$ cat config.mk
export PLATFORM = sky130hd
export DESIGN_NAME = omniwheel_pid_approach_drive_top
export DESIGN_NICKNAME = d
export VERILOG_FILES = /design/src/hdl/opd_pkg.sv /design/src/hdl/opd_ctrl.sv /design/src/hdl/opd_datapath.sv /design/src/hdl/omniwheel_pid_approach_drive_top.sv
export SDC_FILE = /design/constraint.sdc
export NUM_CORES = 2
export LEC_CHECK = 0
export ABC_AREA = 1
export BUFFER_PORTS_ARGS = -buffer_cell sky130_fd_sc_hd__clkbuf_2
export CAP_MARGIN = 20
export CORE_MARGIN = 2
export CORE_UTILIZATION = 25
export DETAILED_ROUTE_END_ITERATION = 12
export GPL_TIMING_DRIVEN = 0
export HOLD_SLACK_MARGIN = 0.02
export PLACE_DENSITY = 0.48
export SLEW_MARGIN = 0
export SYNTH_ARGS = -nofsm -noshare
export SYNTH_HDL_FRONTEND = slang
export SYNTH_SLANG_ARGS = --single-unit
$ cat constraint.sdc
create_clock -name clk -period 14.43 [get_ports clk]
set_clock_uncertainty 0.1 [all_clocks]
set_input_delay 1.443 -clock clk [delete_from_list [all_inputs] [get_ports clk]]
set_output_delay 1.443 -clock clk [all_outputs]
set_load 0.05 [all_outputs]
$ cat src/hdl/opd_pkg.sv
package opd_pkg;

    localparam int GAIN_W  = 16;
    localparam int DIST_W  = 15;
    localparam int DUTY_W  = 15;
    localparam int SPEED_W = 18;
    localparam int INTEG_W = 32;
    localparam int ERR_W   = 17;
    localparam int DIFF_W  = 18;
    localparam int MUL_A_W = 17;
    localparam int MUL_B_W = 32;
    localparam int PROD_W  = MUL_A_W + MUL_B_W;
    localparam int ACC_W   = PROD_W + 1;
    localparam int MIX_W   = 37;
    localparam int WHEEL_W = MIX_W - 16;
    localparam int CFG_IDX_W  = 3;
    localparam int CFG_DATA_W = 16;

    localparam logic [GAIN_W-1:0] GAIN_P_RST          = 16'd1638;
    localparam logic [GAIN_W-1:0] GAIN_I_RST          = 16'd328;
    localparam logic [GAIN_W-1:0] GAIN_D_RST          = 16'd655;
    localparam logic [DIST_W-1:0] TARGET_DISTANCE_RST = 15'd560;
    localparam logic [DUTY_W-1:0] DUTY_CAP_RST        = 15'd6554;
    localparam logic [DIST_W-1:0] RANGE_LIMIT_RST     = 15'd19248;

    localparam logic [7:0] HOST_CENTRE = 8'd127;
    localparam logic signed [MUL_A_W-1:0] HALF_ROOT3_Q16 = 17'sd56756;
    localparam logic signed [WHEEL_W-1:0] SPEED_LIMIT    = 21'sd32440;
    localparam logic signed [SPEED_W-1:0] DUTY_FLOOR     = -18'sd32768;

    typedef enum logic [CFG_IDX_W-1:0] {
        REG_GAIN_P          = 3'd0,
        REG_GAIN_I          = 3'd1,
        REG_GAIN_D          = 3'd2,
        REG_TARGET_DISTANCE = 3'd3,
        REG_DUTY_CAP        = 3'd4,
        REG_RANGE_LIMIT     = 3'd5
    } cfg_reg_t;

    typedef enum logic [1:0] {
        MUL_SRC_P   = 2'd0,
        MUL_SRC_I   = 2'd1,
        MUL_SRC_D   = 2'd2,
        MUL_SRC_MIX = 2'd3
    } mul_src_t;

    typedef struct packed {
        logic              host_valid;
        logic [7:0]        host_byte;
        logic [DIST_W-1:0] distance;
    } loop_item_t;

    typedef struct packed {
        logic [DUTY_W-1:0] wheel_one_fwd;
        logic [DUTY_W-1:0] wheel_one_rev;
        logic [DUTY_W-1:0] wheel_two_fwd;
        logic [DUTY_W-1:0] wheel_two_rev;
        logic [DUTY_W-1:0] wheel_three_fwd;
        logic [DUTY_W-1:0] wheel_three_rev;
        logic              mode_now;
    } drive_item_t;

    typedef struct packed {
        logic     load_in;
        logic     decide;
        logic     mul_en;
        mul_src_t mul_src;
        logic     acc_load;
        logic     acc_add;
        logic     duty_load;
        logic     out_load;
    } opd_cmd_t;

    typedef struct packed {
        logic pid_go;
        logic out_free;
    } opd_status_t;

    // (byte-127)*32768/127 toward zero: 32768 = 127*258 + 2
    function automatic logic signed [SPEED_W-1:0] steer_speed(input logic [7:0] b);
        logic [7:0]         n;
        logic [SPEED_W-1:0] mag;
        logic [1:0]         rnd;
        n = (b >= HOST_CENTRE) ? (b - HOST_CENTRE) : (HOST_CENTRE - b);
        if (n >= 8'd127)
            rnd = 2'd2;
        else if (n >= 8'd64)
            rnd = 2'd1;
        else
            rnd = 2'd0;
        mag = (SPEED_W'(n) << 8) + (SPEED_W'(n) << 1) + SPEED_W'(rnd);
        return (b < HOST_CENTRE) ? -$signed(mag) : $signed(mag);
    endfunction

    function automatic logic signed [WHEEL_W-1:0] clamp_wheel(
        input logic signed [WHEEL_W-1:0] w
    );
        if (w <= -SPEED_LIMIT)
            return -SPEED_LIMIT;
        if (w >= SPEED_LIMIT)
            return SPEED_LIMIT;
        return w;
    endfunction

    function automatic logic [DUTY_W-1:0] duty_fwd(input logic signed [WHEEL_W-1:0] w);
        return w[WHEEL_W-1] ? '0 : w[DUTY_W-1:0];
    endfunction

    function automatic logic [DUTY_W-1:0] duty_rev(input logic signed [WHEEL_W-1:0] w);
        logic signed [WHEEL_W-1:0] m;
        m = -w;
        return w[WHEEL_W-1] ? m[DUTY_W-1:0] : '0;
    endfunction

endpackage

$ cat src/hdl/opd_ctrl.sv
module opd_ctrl (
    input  logic                 clk,
    input  logic                 rst_n,
    input  logic                 loop_valid,
    output logic                 loop_stall,
    input  opd_pkg::opd_status_t status,
    output opd_pkg::opd_cmd_t    cmd
);
    import opd_pkg::*;

    typedef enum logic [8:0] {
        ST_IDLE    = 9'b000000001,
        ST_DECIDE  = 9'b000000010,
        ST_MUL_P   = 9'b000000100,
        ST_MUL_I   = 9'b000001000,
        ST_MUL_D   = 9'b000010000,
        ST_ACC     = 9'b000100000,
        ST_DUTY    = 9'b001000000,
        ST_MIX_MUL = 9'b010000000,
        ST_MIX     = 9'b100000000
    } state_t;

    state_t state_reg, state_next;

    assign loop_stall = (state_reg != ST_IDLE);

    always_comb
    begin
        state_next = state_reg;
        cmd        = '0;
        cmd.mul_src = MUL_SRC_P;
        unique case (state_reg)
            ST_IDLE:
            begin
                if (loop_valid)
                begin
                    cmd.load_in = 1'b1;
                    state_next  = ST_DECIDE;
                end
            end
            ST_DECIDE:
            begin
                cmd.decide = 1'b1;
                state_next = status.pid_go ? ST_MUL_P : ST_MIX_MUL;
            end
            ST_MUL_P:
            begin
                cmd.mul_en  = 1'b1;
                cmd.mul_src = MUL_SRC_P;
                state_next  = ST_MUL_I;
            end
            ST_MUL_I:
            begin
                cmd.mul_en   = 1'b1;
                cmd.mul_src  = MUL_SRC_I;
                cmd.acc_load = 1'b1;
                state_next   = ST_MUL_D;
            end
            ST_MUL_D:
            begin
                cmd.mul_en  = 1'b1;
                cmd.mul_src = MUL_SRC_D;
                cmd.acc_add = 1'b1;
                state_next  = ST_ACC;
            end
            ST_ACC:
            begin
                cmd.acc_add = 1'b1;
                state_next  = ST_DUTY;
            end
            ST_DUTY:
            begin
                cmd.duty_load = 1'b1;
                state_next    = ST_MIX_MUL;
            end
            ST_MIX_MUL:
            begin
                cmd.mul_en  = 1'b1;
                cmd.mul_src = MUL_SRC_MIX;
                state_next  = ST_MIX;
            end
            ST_MIX:
            begin
                // hold until the result register can take the beat
                if (status.out_free)
                begin
                    cmd.out_load = 1'b1;
                    state_next   = ST_IDLE;
                end
            end
            default:
            begin
                state_next = ST_IDLE;
            end
        endcase
    end

    always_ff @(posedge clk or negedge rst_n)
    begin
        if (!rst_n)
            state_reg <= ST_IDLE;
        else
            state_reg <= state_next;
    end

endmodule

$ cat src/hdl/opd_datapath.sv
module opd_datapath (
    input  logic                                 clk,
    input  logic                                 rst_n,
    input  logic                                 cfg_we,
    input  logic [opd_pkg::CFG_IDX_W-1:0]        cfg_index,
    input  logic [opd_pkg::CFG_DATA_W-1:0]       cfg_data,
    input  opd_pkg::loop_item_t                  loop_item,
    output logic                                 drive_valid,
    input  logic                                 drive_stall,
    output opd_pkg::drive_item_t                 drive_item,
    input  opd_pkg::opd_cmd_t                    cmd,
    output opd_pkg::opd_status_t                 status
);
    import opd_pkg::*;

    logic [GAIN_W-1:0] gain_p_reg, gain_i_reg, gain_d_reg;
    logic [DIST_W-1:0] target_reg, range_limit_reg;
    logic [DUTY_W-1:0] duty_cap_reg;

    logic                       mode_reg;
    logic signed [SPEED_W-1:0]  speed_fwd_reg, speed_lat_reg;
    logic signed [INTEG_W-1:0]  integral_reg;
    logic signed [ERR_W-1:0]    prev_err_reg;

    loop_item_t                 item_reg;
    logic signed [ERR_W-1:0]    err_reg;
    logic signed [DIFF_W-1:0]   diff_reg;
    logic signed [PROD_W-1:0]   prod_reg, prod_next;
    logic signed [ACC_W-1:0]    acc_reg;

    drive_item_t                out_reg;
    logic                       out_valid_reg, out_valid_next;

    logic signed [ERR_W-1:0]    err;
    logic signed [INTEG_W:0]    integ_sum;
    logic signed [INTEG_W-1:0]  integ_sat;
    logic signed [DIFF_W-1:0]   diff;

    logic signed [MUL_A_W-1:0]  mul_a;
    logic signed [MUL_B_W-1:0]  mul_b;

    logic signed [ACC_W-6:0]    duty;
    logic signed [SPEED_W-1:0]  duty_sat;

    logic signed [MIX_W-1:0]    fwd_term, lat_term, mix_two, mix_three;
    logic signed [WHEEL_W-1:0]  w1, w2, w3;

    assign status.pid_go   = mode_reg && (item_reg.distance < range_limit_reg);
    assign status.out_free = !out_valid_reg || !drive_stall;

    assign err       = $signed({2'b00, item_reg.distance}) - $signed({2'b00, target_reg});
    assign integ_sum = (INTEG_W+1)'(integral_reg) + (INTEG_W+1)'(err);
    assign diff      = DIFF_W'(err) - DIFF_W'(prev_err_reg);

    always_comb
    begin
        if (integ_sum[INTEG_W] != integ_sum[INTEG_W-1])
            integ_sat = integ_sum[INTEG_W] ? {1'b1, {(INTEG_W-1){1'b0}}}
                                           : {1'b0, {(INTEG_W-1){1'b1}}};
        else
            integ_sat = integ_sum[INTEG_W-1:0];
    end

    always_comb
    begin
        case (cmd.mul_src)
            MUL_SRC_P:
            begin
                mul_a = $signed({1'b0, gain_p_reg});
                mul_b = MUL_B_W'(err_reg);
            end
            MUL_SRC_I:
            begin
                mul_a = $signed({1'b0, gain_i_reg});
                mul_b = integral_reg;
            end
            MUL_SRC_D:
            begin
                mul_a = $signed({1'b0, gain_d_reg});
                mul_b = MUL_B_W'(diff_reg);
            end
            default:
            begin
                mul_a = HALF_ROOT3_Q16;
                mul_b = MUL_B_W'(speed_lat_reg);
            end
        endcase
    end

    assign prod_next = PROD_W'(mul_a) * PROD_W'(mul_b);

    assign duty = (ACC_W-5)'(acc_reg >>> 5);

    always_comb
    begin
        if (duty > $signed({{(ACC_W-5-DUTY_W){1'b0}}, duty_cap_reg}))
            duty_sat = $signed({{(SPEED_W-DUTY_W){1'b0}}, duty_cap_reg});
        else if (duty < (ACC_W-5)'(DUTY_FLOOR))
            duty_sat = DUTY_FLOOR;
        else
            duty_sat = duty[SPEED_W-1:0];
    end

    assign fwd_term  = MIX_W'(speed_fwd_reg) <<< 15;
    assign lat_term  = prod_reg[MIX_W-1:0];
    assign mix_two   = lat_term - fwd_term;
    assign mix_three = -lat_term - fwd_term;
    assign w1 = clamp_wheel(WHEEL_W'(speed_fwd_reg));
    assign w2 = clamp_wheel(WHEEL_W'(mix_two >>> 16));
    assign w3 = clamp_wheel(WHEEL_W'(mix_three >>> 16));

    always_comb
    begin
        out_valid_next = out_valid_reg && drive_stall;
        if (cmd.out_load)
            out_valid_next = 1'b1;
    end

    always_ff @(posedge clk or negedge rst_n)
    begin
        if (!rst_n)
        begin
            gain_p_reg      <= GAIN_P_RST;
            gain_i_reg      <= GAIN_I_RST;
            gain_d_reg      <= GAIN_D_RST;
            target_reg      <= TARGET_DISTANCE_RST;
            duty_cap_reg    <= DUTY_CAP_RST;
            range_limit_reg <= RANGE_LIMIT_RST;
        end
        else if (cfg_we)
        begin
            unique case (cfg_index)
                REG_GAIN_P:          gain_p_reg      <= cfg_data;
                REG_GAIN_I:          gain_i_reg      <= cfg_data;
                REG_GAIN_D:          gain_d_reg      <= cfg_data;
                REG_TARGET_DISTANCE: target_reg      <= cfg_data[DIST_W-1:0];
                REG_DUTY_CAP:        duty_cap_reg    <= cfg_data[DUTY_W-1:0];
                REG_RANGE_LIMIT:     range_limit_reg <= cfg_data[DIST_W-1:0];
                default:
                begin
                end
            endcase
        end
    end

    always_ff @(posedge clk or negedge rst_n)
    begin
        if (!rst_n)
        begin
            mode_reg      <= 1'b0;
            speed_fwd_reg <= '0;
            speed_lat_reg <= '0;
            integral_reg  <= '0;
            prev_err_reg  <= '0;
            out_valid_reg <= 1'b0;
        end
        else
        begin
            out_valid_reg <= out_valid_next;
            if (cmd.decide)
            begin
                if (!mode_reg)
                begin
                    if (item_reg.host_valid)
                    begin
                        speed_fwd_reg <= steer_speed(item_reg.host_byte);
                        speed_lat_reg <= '0;
                        if (item_reg.host_byte == HOST_CENTRE)
                            mode_reg <= 1'b1;
                    end
                end
                else if (status.pid_go)
                begin
                    integral_reg <= integ_sat;
                    prev_err_reg <= err;
                    if (item_reg.distance == target_reg)
                        mode_reg <= 1'b0;
                end
            end
            if (cmd.duty_load)
            begin
                speed_lat_reg <= duty_sat;
                speed_fwd_reg <= '0;
            end
        end
    end

    always_ff @(posedge clk)
    begin
        if (cmd.load_in)
            item_reg <= loop_item;
        if (cmd.decide)
        begin
            err_reg  <= err;
            diff_reg <= diff;
        end
        if (cmd.mul_en)
            prod_reg <= prod_next;
        if (cmd.acc_load)
            acc_reg <= ACC_W'(prod_reg);
        else if (cmd.acc_add)
            acc_reg <= acc_reg + ACC_W'(prod_reg);
        if (cmd.out_load)
        begin
            out_reg.wheel_one_fwd   <= duty_fwd(w1);
            out_reg.wheel_one_rev   <= duty_rev(w1);
            out_reg.wheel_two_fwd   <= duty_fwd(w2);
            out_reg.wheel_two_rev   <= duty_rev(w2);
            out_reg.wheel_three_fwd <= duty_fwd(w3);
            out_reg.wheel_three_rev <= duty_rev(w3);
            out_reg.mode_now        <= mode_reg;
        end
    end

    assign drive_valid = out_valid_reg;
    assign drive_item  = out_reg;

endmodule

$ cat src/hdl/omniwheel_pid_approach_drive_top.sv
// Three-wheel omni drive with distance PID approach.
// loop channel (loop_valid / loop_stall / loop_item): one beat per control
//   loop with the optional host byte and the range sample.
// drive channel (drive_valid / drive_stall / drive_item): one beat per loop
//   beat with the six PWM duties and the mode after the loop.
// cfg port: cfg_we, cfg_index, cfg_data write one register per cycle;
//   write only while no loop beat is in flight.
// Steps: decide, mix multiply, output load in steer mode or out of range;
//   with the PID: decide, P, I, D multiplies, accumulate, duty, mix, load.
//   One 17x32 multiplier is shared by the three PID terms and the wheel mix,
//   and one loop beat is worked on at a time.
// A new loop beat is taken only once the last one is in the output register.
// A finished drive beat sits in an output register; the next loop beat is
//   accepted and worked on while it waits, and holds before its own result
//   until drive_stall drops.
// Reset: registers take their default values, mode is steer, speeds,
//   integrator and previous error are zero, no drive beat is pending.
module omniwheel_pid_approach_drive_top (
    input  logic                           clk,
    input  logic                           rst_n,
    input  logic                           cfg_we,
    input  logic [opd_pkg::CFG_IDX_W-1:0]  cfg_index,
    input  logic [opd_pkg::CFG_DATA_W-1:0] cfg_data,
    input  logic                           loop_valid,
    output logic                           loop_stall,
    input  opd_pkg::loop_item_t            loop_item,
    output logic                           drive_valid,
    input  logic                           drive_stall,
    output opd_pkg::drive_item_t           drive_item
);
    import opd_pkg::*;

    opd_cmd_t    cmd;
    opd_status_t status;

    opd_ctrl u_ctrl (
        .clk        (clk),
        .rst_n      (rst_n),
        .loop_valid (loop_valid),
        .loop_stall (loop_stall),
        .status     (status),
        .cmd        (cmd)
    );

    opd_datapath u_datapath (
        .clk         (clk),
        .rst_n       (rst_n),
        .cfg_we      (cfg_we),
        .cfg_index   (cfg_index),
        .cfg_data    (cfg_data),
        .loop_item   (loop_item),
        .drive_valid (drive_valid),
        .drive_stall (drive_stall),
        .drive_item  (drive_item),
        .cmd         (cmd),
        .status      (status)
    );

endmodule

Word-level counts from Yosys, hierarchy flattened
Index checks and enable logic that the tools add are counted.

word-level totals
  register bits after elaboration = 436
  word-level logic and storage cells = 162

cells by class
  add/sub/neg operators = 15
  multiply operators = 1
  magnitude comparators = 13
  eq/ne operators = 23
  multiplexer cells = 63
  reductions and logical operators = 20

operators by type and width
  kind                                                                                   count
  21-bit two-way mux                                                                     12
  18-bit two-way mux                                                                     11
  50-bit two-way mux                                                                     2
  32-bit one-hot mux with 3 select lines                                                 1
  9-bit one-hot mux with 9 select lines                                                  1
  37-bit by 33-bit subtractor with 37-bit output                                         2
  32-bit two-way mux                                                                     2
  50-bit by 49-bit adder with 50-bit output                                              1
  17-bit by 32-bit multiplier with 49-bit output                                         1
  16-bit one-hot mux with 3 select lines                                                 1
  45-bit by 16-bit greater-than comparator with 1-bit output                             1
  45-bit by 16-bit less-than comparator with 1-bit output, second input constant         1
  15-bit negator                                                                         3
  21-bit by 16-bit greater-or-equal comparator with 1-bit output, second input constant  2
  21-bit by 16-bit less-or-equal comparator with 1-bit output, second input constant     2
  37-bit negator                                                                         1
  32-bit by 16-bit adder with 33-bit output                                              1
  8-bit by 7-bit greater-or-equal comparator with 1-bit output, second input constant    3
  1-bit two-way mux                                                                      24
  18-bit by 2-bit adder with 18-bit output                                               1
  18-bit by 16-bit greater-or-equal comparator with 1-bit output, second input constant  1
  18-bit by 16-bit less-or-equal comparator with 1-bit output, second input constant     1
  9-bit two-way mux                                                                      2
  18-bit negator                                                                         1
  38 further kinds                                                                       57

Longest topological paths before layout
  depth after elaboration = 15
  depth in mapped cells = 44
  depth with buffers taken out = 44

Hierarchy
A second synthesis with hierarchy kept.

unflattened totals
  cells, all modules = 6118
  area total of the unflattened synthesis = 48193.7 um^2

by module, submodules not included
  module        times used  cells an instance  area an instance (um^2)  sequential area each (um^2)
  opd_datapath  1           6037               47564.4                  11935.2
  opd_ctrl      1           81                 629.4                    226.5

Worst setup path after synthesis
OpenSTA, ideal clock, no wires.

  kind = register -> register
  start point = register u_ctrl.state_reg[0]
  end point = register u_datapath.prod_reg[42], data pin
  setup time = 265 ps
  arrival = 7620 ps
  data required time = 14065 ps
  setup slack = 6445 ps
  stages on the path, launching flop included = 41
  period minus slack after synthesis = 7985 ps
  path through = dfstp_2 -> nor2_1 -> inv_1 -> nor2_1 -> nand3_1 -> inv_2 -> nor3_1 -> buf_2 -> buf_2 -> nand2_1 -> nand3_1 -> o21ai_1 -> inv_1 -> nand2_1 -> fa_1 -> inv_1 -> fa_1 -> inv_1 -> [... 5 more ...] -> fa_1 -> inv_1 -> ha_1 -> nand2_1 -> nor2_1 -> a211oi_1 -> nand2_1 -> a21oi_1 -> inv_1 -> nand2_1 -> o211ai_1 -> nand2_1 -> nand2_1 -> nand2_1 -> nand2_1 -> a21oi_1 -> o21ai_0 -> xor2_1

on the way
  longest elaborated chain between the ends = 5
  elaborated cells on any way between the ends = 11

ends and longest elaborated chain
  item                                                                                                     line                 RTL
  start: declaration                                                                                       opd_ctrl.sv:23       state_t state_reg, state_next;
  start signal: assignment                                                                                 opd_ctrl.sv:103      state_reg <= state_next;
  9-bit by 8-bit == test with 1-bit output (tied with other cells)                                         opd_ctrl.sv:32       unique case (state_reg)
  3-bit one-hot mux with 4 select lines (*)                                                                opd_ctrl.sv:32
  2-bit == test (tied with other cells)                                                                    opd_datapath.sv:66   case (cmd.mul_src)
  16-bit one-hot mux with 3 select lines / 32-bit one-hot mux with 3 select lines (equally long branches)  opd_datapath.sv:66
  17-bit by 32-bit multiplier with 49-bit output (*)                                                       opd_datapath.sv:90   assign prod_next = PROD_W'(mul_a) * PROD_W'(mul_b);
  via u_datapath.prod_next[42]                                                                             opd_datapath.sv:28   logic signed [PROD_W-1:0] prod_reg, prod_next;
  end signal: assignment                                                                                   opd_datapath.sv:198  prod_reg <= prod_next;
  end: declaration                                                                                         opd_datapath.sv:28

Mark *: on every way through the listed nets, which the timed path passes. The rest lies on a longest branch.
A chain may end at the register's enable or synchronous reset.

Worst setup path in the final report
  start point = register u_ctrl.state_reg[2]
  end point = register u_datapath.prod_reg[42], data pin

Same word-level chain as after synthesis.

==> summary.txt <==
Clock network
  – Total number of clock tree sinks: 435
  – Post-CTS Resized: 0
  – Setup Buffers After CTS: 0
  – Clk pin slew, worst setup/hold paths: 0.07 ns
  – Number of buffers inserted during clock tree synthesis: 50
  – CTS H-tree depth: 2
  – Hold Buf Count CTS: 0
  – Clock buffer depth: 3
  – Worst-Skew Late Latency: 0.67 ns
  – CTS tree: built
  – Root Buffer Master: sky130_fd_sc_hd__clkbuf_16

Yosys
  – Sequential-to-total area share from yosys stat: 25.3%
  – Mapped Avg Cell Area: 7.80 µm²
  – Multiplexer share of the synthesized area: 0%
  – Leading cell types by count after synthesis: 1458 x sky130_fd_sc_hd__nand2_1, 1322 x sky130_fd_sc_hd__inv_1, 539 x sky130_fd_sc_hd__nor2_1
  – Share of the synthesized netlist area taken by xor and xnor gates: 3.26%
  – Post-Syn Area: 0.0480 mm²
  – Synth async-reset ratio: 43.2%
  – Flip-flop and latch count after synthesis: 435
  – Synthesized Nets: 7044
  – Top FF cell, synth: sky130_fd_sc_hd__edfxtp_1
  – Cell accounting for the most synthesized area: sky130_fd_sc_hd__fa_1
  – Synth Area in Simple Gates: 20.3%
  – Compound-cell area share of the yosys netlist: 9.94%
  – Number of cells produced by synthesis: 6158
  – Leading cell type by number of instances after synthesis: sky130_fd_sc_hd__nand2_1
  – Largest family of logic cells by synthesized area: adder cells
  – Top post-synthesis cells by area: sky130_fd_sc_hd__fa_1 21%, sky130_fd_sc_hd__edfxtp_1 15%, sky130_fd_sc_hd__nand2_1 11%, sky130_fd_sc_hd__inv_1 10%, sky130_fd_sc_hd__ha_1 9.0%
  – Post-synthesis share of cell area spent on full adders, half adders and majority gates: 29.5%
  – Count of unique library cells instantiated by Yosys: 66
  – Number of synthesized flops with an enable pin: 247
  – Total number of yosys warnings: 0
  – Fraction of post-synthesis cell area in the top cell type by area: 20.6%

Detailed routing
  – Total Routed Length: 169000 µm
  – Antenna Nets Post-Route: 0
  – Total iterations of the first detailed-routing run: 8
  – Drc violations: 0
  – Vias post-DR: 40852
  – First-iteration detailed-routing DRC count: 2962
  – Wirelength per Cell: 18.9 µm
  – Vias per Instance: 4.58

Setup path
  – CP Launch Type: register
  – Buffers & Inverters on Critical Path: 12
  – Largest fanout on the critical path: 10
  – Kind of cell adding the most delay to the critical path: adder cells
  – WP data required: 14.73 ns
  – CP peak stage delay: 0.80 ns
  – Data arrival time at the worst-slack endpoint: 11.13 ns
  – Critical-path top delay cell: sky130_fd_sc_hd__nor3_1
  – Worst Path Class, Setup: register to register
  – CP Capture Type: register

Layout
  – Post-synthesis to final-layout area growth: 12.1%
  – Final instance area: 0.0539 mm²
  – Fraction of layout cells with a size suffix above 1: 6.04%
  – Fraction of the core area covered by cells at the end of the flow: 28.3%
  – Count of antenna diodes in the layout: 0
  – # fillers: 20704
  – Number of nets in the finished design: 7255
  – Max reg flops: 91

Placed design
  – Routability congestion estimate from global placement: 0.955
  – Input/output buffers: 140
  – Detailed placer's ending HPWL: 140000 µm
  – Cell area reported after detailed placement: 0.0522 mm²

GRT
  – Antenna violations before repair: 3
  – Global-route wire length before repair: 257000 µm
  – Vias in the first global route: 41970
  – GRT Resource Usage Total: 17.1%
  – GR Overflow Total: 0
  – Pin count of the biggest net entering global routing: 97

STA
  – Worst hold slack across all endpoints: 0.387 ns
  – Share of the clock period used by the worst path: 75.1%
  – Final setup TNS: 0 ns
  – Max-slew headroom: 5.08%
  – Period minus WS final: 10.83 ns
  – Slew at the pin with the worst max-slew slack: 1.42 ns
  – Fmax: 92.3 MHz
  – Setup repair after global routing missed its margin: no
  – Final hold violation count: 0
  – Number of pins with negative max-slew slack in the final report: 0
  – Total of endpoints with negative setup slack in the final report: 0

Die
  – Initial core utilization: 25.2%
  – Core Region: 0.191 mm²
  – Full die area: 0.196 mm²
  – Cell Rows: 160
  – Die outline height: 442 µm
  – Horiz. Die Dim: 442 µm
  – Count of boundary I/O pins: 141

Outcome
  – Outcome: finished, final reports clean

Hold path
  – Hold crit path type: register to register

Job
  – Reported max-cap violation count: 0
per-stage QoR:
stage	setup slack (ns)	instances
after floorplan	6.44	6158
after global placement	2.42	8809
after detailed placement	3.59	8828
after CTS	3.60	8920
after global routing	3.04	8920
final	3.60	8920
worst min-delay path, delay by kind of cell (launching register included):
| kind | cells | cell delay (ns) |
|---|---|---|
| flip-flops | 1 | 0.34 |
| AND/OR/NAND/NOR | 1 | 0.05 |
| AO/OA/AOI/OAI | 1 | 0.06 |
cells by family (layout without fill, tap and decap cells):
kind of cell / count (synthesis) / in the layout
xor+xnor: 179 / 179
fa+ha+maj: 838 / 838
compound gates: 843 / 843
flops: 435 / 435
simple gates: 2389 / 2389
buf+inv: 1474 / 1725
metal layers:
layer  wire (µm)  GRT usage [%]  part of all wire, %  vias to the layer above
li1            -              -                    -                    19658
met3        8690           2.09                  5.1                      236
met5           0              0                    0                        -
met4        6070           5.64                  3.6                        0
met1       74800           22.4                   44                    19867
met2       79400           29.2                   47                     1091
worst paths after layout:
check / start / endpoint / slack, ns / depth (start not counted)
hold reg to reg: u_datapath.range_limit_reg[6] / u_datapath.range_limit_reg[6] / 0.39 / 2
max in group asynchronous: rst_n / u_datapath.speed_fwd_reg[0] / 12.34 / 2
setup / recovery: u_ctrl.state_reg[2] / u_datapath.prod_reg[42] / 3.60 / 39
setup reg to reg: u_ctrl.state_reg[2] / u_datapath.prod_reg[42] / 3.60 / 39
hold / removal: u_datapath.range_limit_reg[6] / u_datapath.range_limit_reg[6] / 0.39 / 2
min in group asynchronous: rst_n / u_datapath.integral_reg[19] / 0.75 / 1
placed cells by master (no fill, tap or decap), types with 8 or more instances in the layout:
cell type	instances
sky130_fd_sc_hd__o21a_1	26
sky130_fd_sc_hd__a31oi_1	43
sky130_fd_sc_hd__a21oi_1	324
sky130_fd_sc_hd__o22ai_1	8
sky130_fd_sc_hd__dfstp_2	32
sky130_fd_sc_hd__ha_1	344
sky130_fd_sc_hd__nor3_1	42
sky130_fd_sc_hd__nand4_1	66
sky130_fd_sc_hd__inv_2	15
sky130_fd_sc_hd__clkinv_1	13
sky130_fd_sc_hd__o21bai_1	13
sky130_fd_sc_hd__a22o_1	13
sky130_fd_sc_hd__xor2_1	116
sky130_fd_sc_hd__clkbuf_16	50
sky130_fd_sc_hd__o211ai_1	12
sky130_fd_sc_hd__edfxtp_1	247
sky130_fd_sc_hd__fa_1	494
sky130_fd_sc_hd__nor2_2	13
sky130_fd_sc_hd__nor4_1	21
sky130_fd_sc_hd__a22oi_1	8
sky130_fd_sc_hd__o21ai_1	17
sky130_fd_sc_hd__inv_1	1322
sky130_fd_sc_hd__buf_4	13
sky130_fd_sc_hd__nor2_1	537
sky130_fd_sc_hd__o21ai_0	297
sky130_fd_sc_hd__clkbuf_1	103
sky130_fd_sc_hd__or2_2	17
sky130_fd_sc_hd__nand3_1	185
sky130_fd_sc_hd__buf_2	30
sky130_fd_sc_hd__nand2_1	1457
sky130_fd_sc_hd__dfrtp_1	156
sky130_fd_sc_hd__o2111ai_1	9
sky130_fd_sc_hd__a21boi_0	14
sky130_fd_sc_hd__a21o_1	12
sky130_fd_sc_hd__xnor2_1	63
sky130_fd_sc_hd__clkbuf_2	139
cell type report:
class                   count  area, µm²  area share [%]
multi-input cells        4249      30300            56.3
flip-flops and latches    435      12200            22.6
inverters                1344       5040            9.37
well taps                2511       3140            5.83
clock buffers              61       1320            2.46
repair buffers            159        950            1.76
plain buffers             130        544            1.01
clock inverters            31        344           0.639
Power is not shown: default switching activity piles up to over one toggle a cycle in this logic, so the estimate is an artifact.
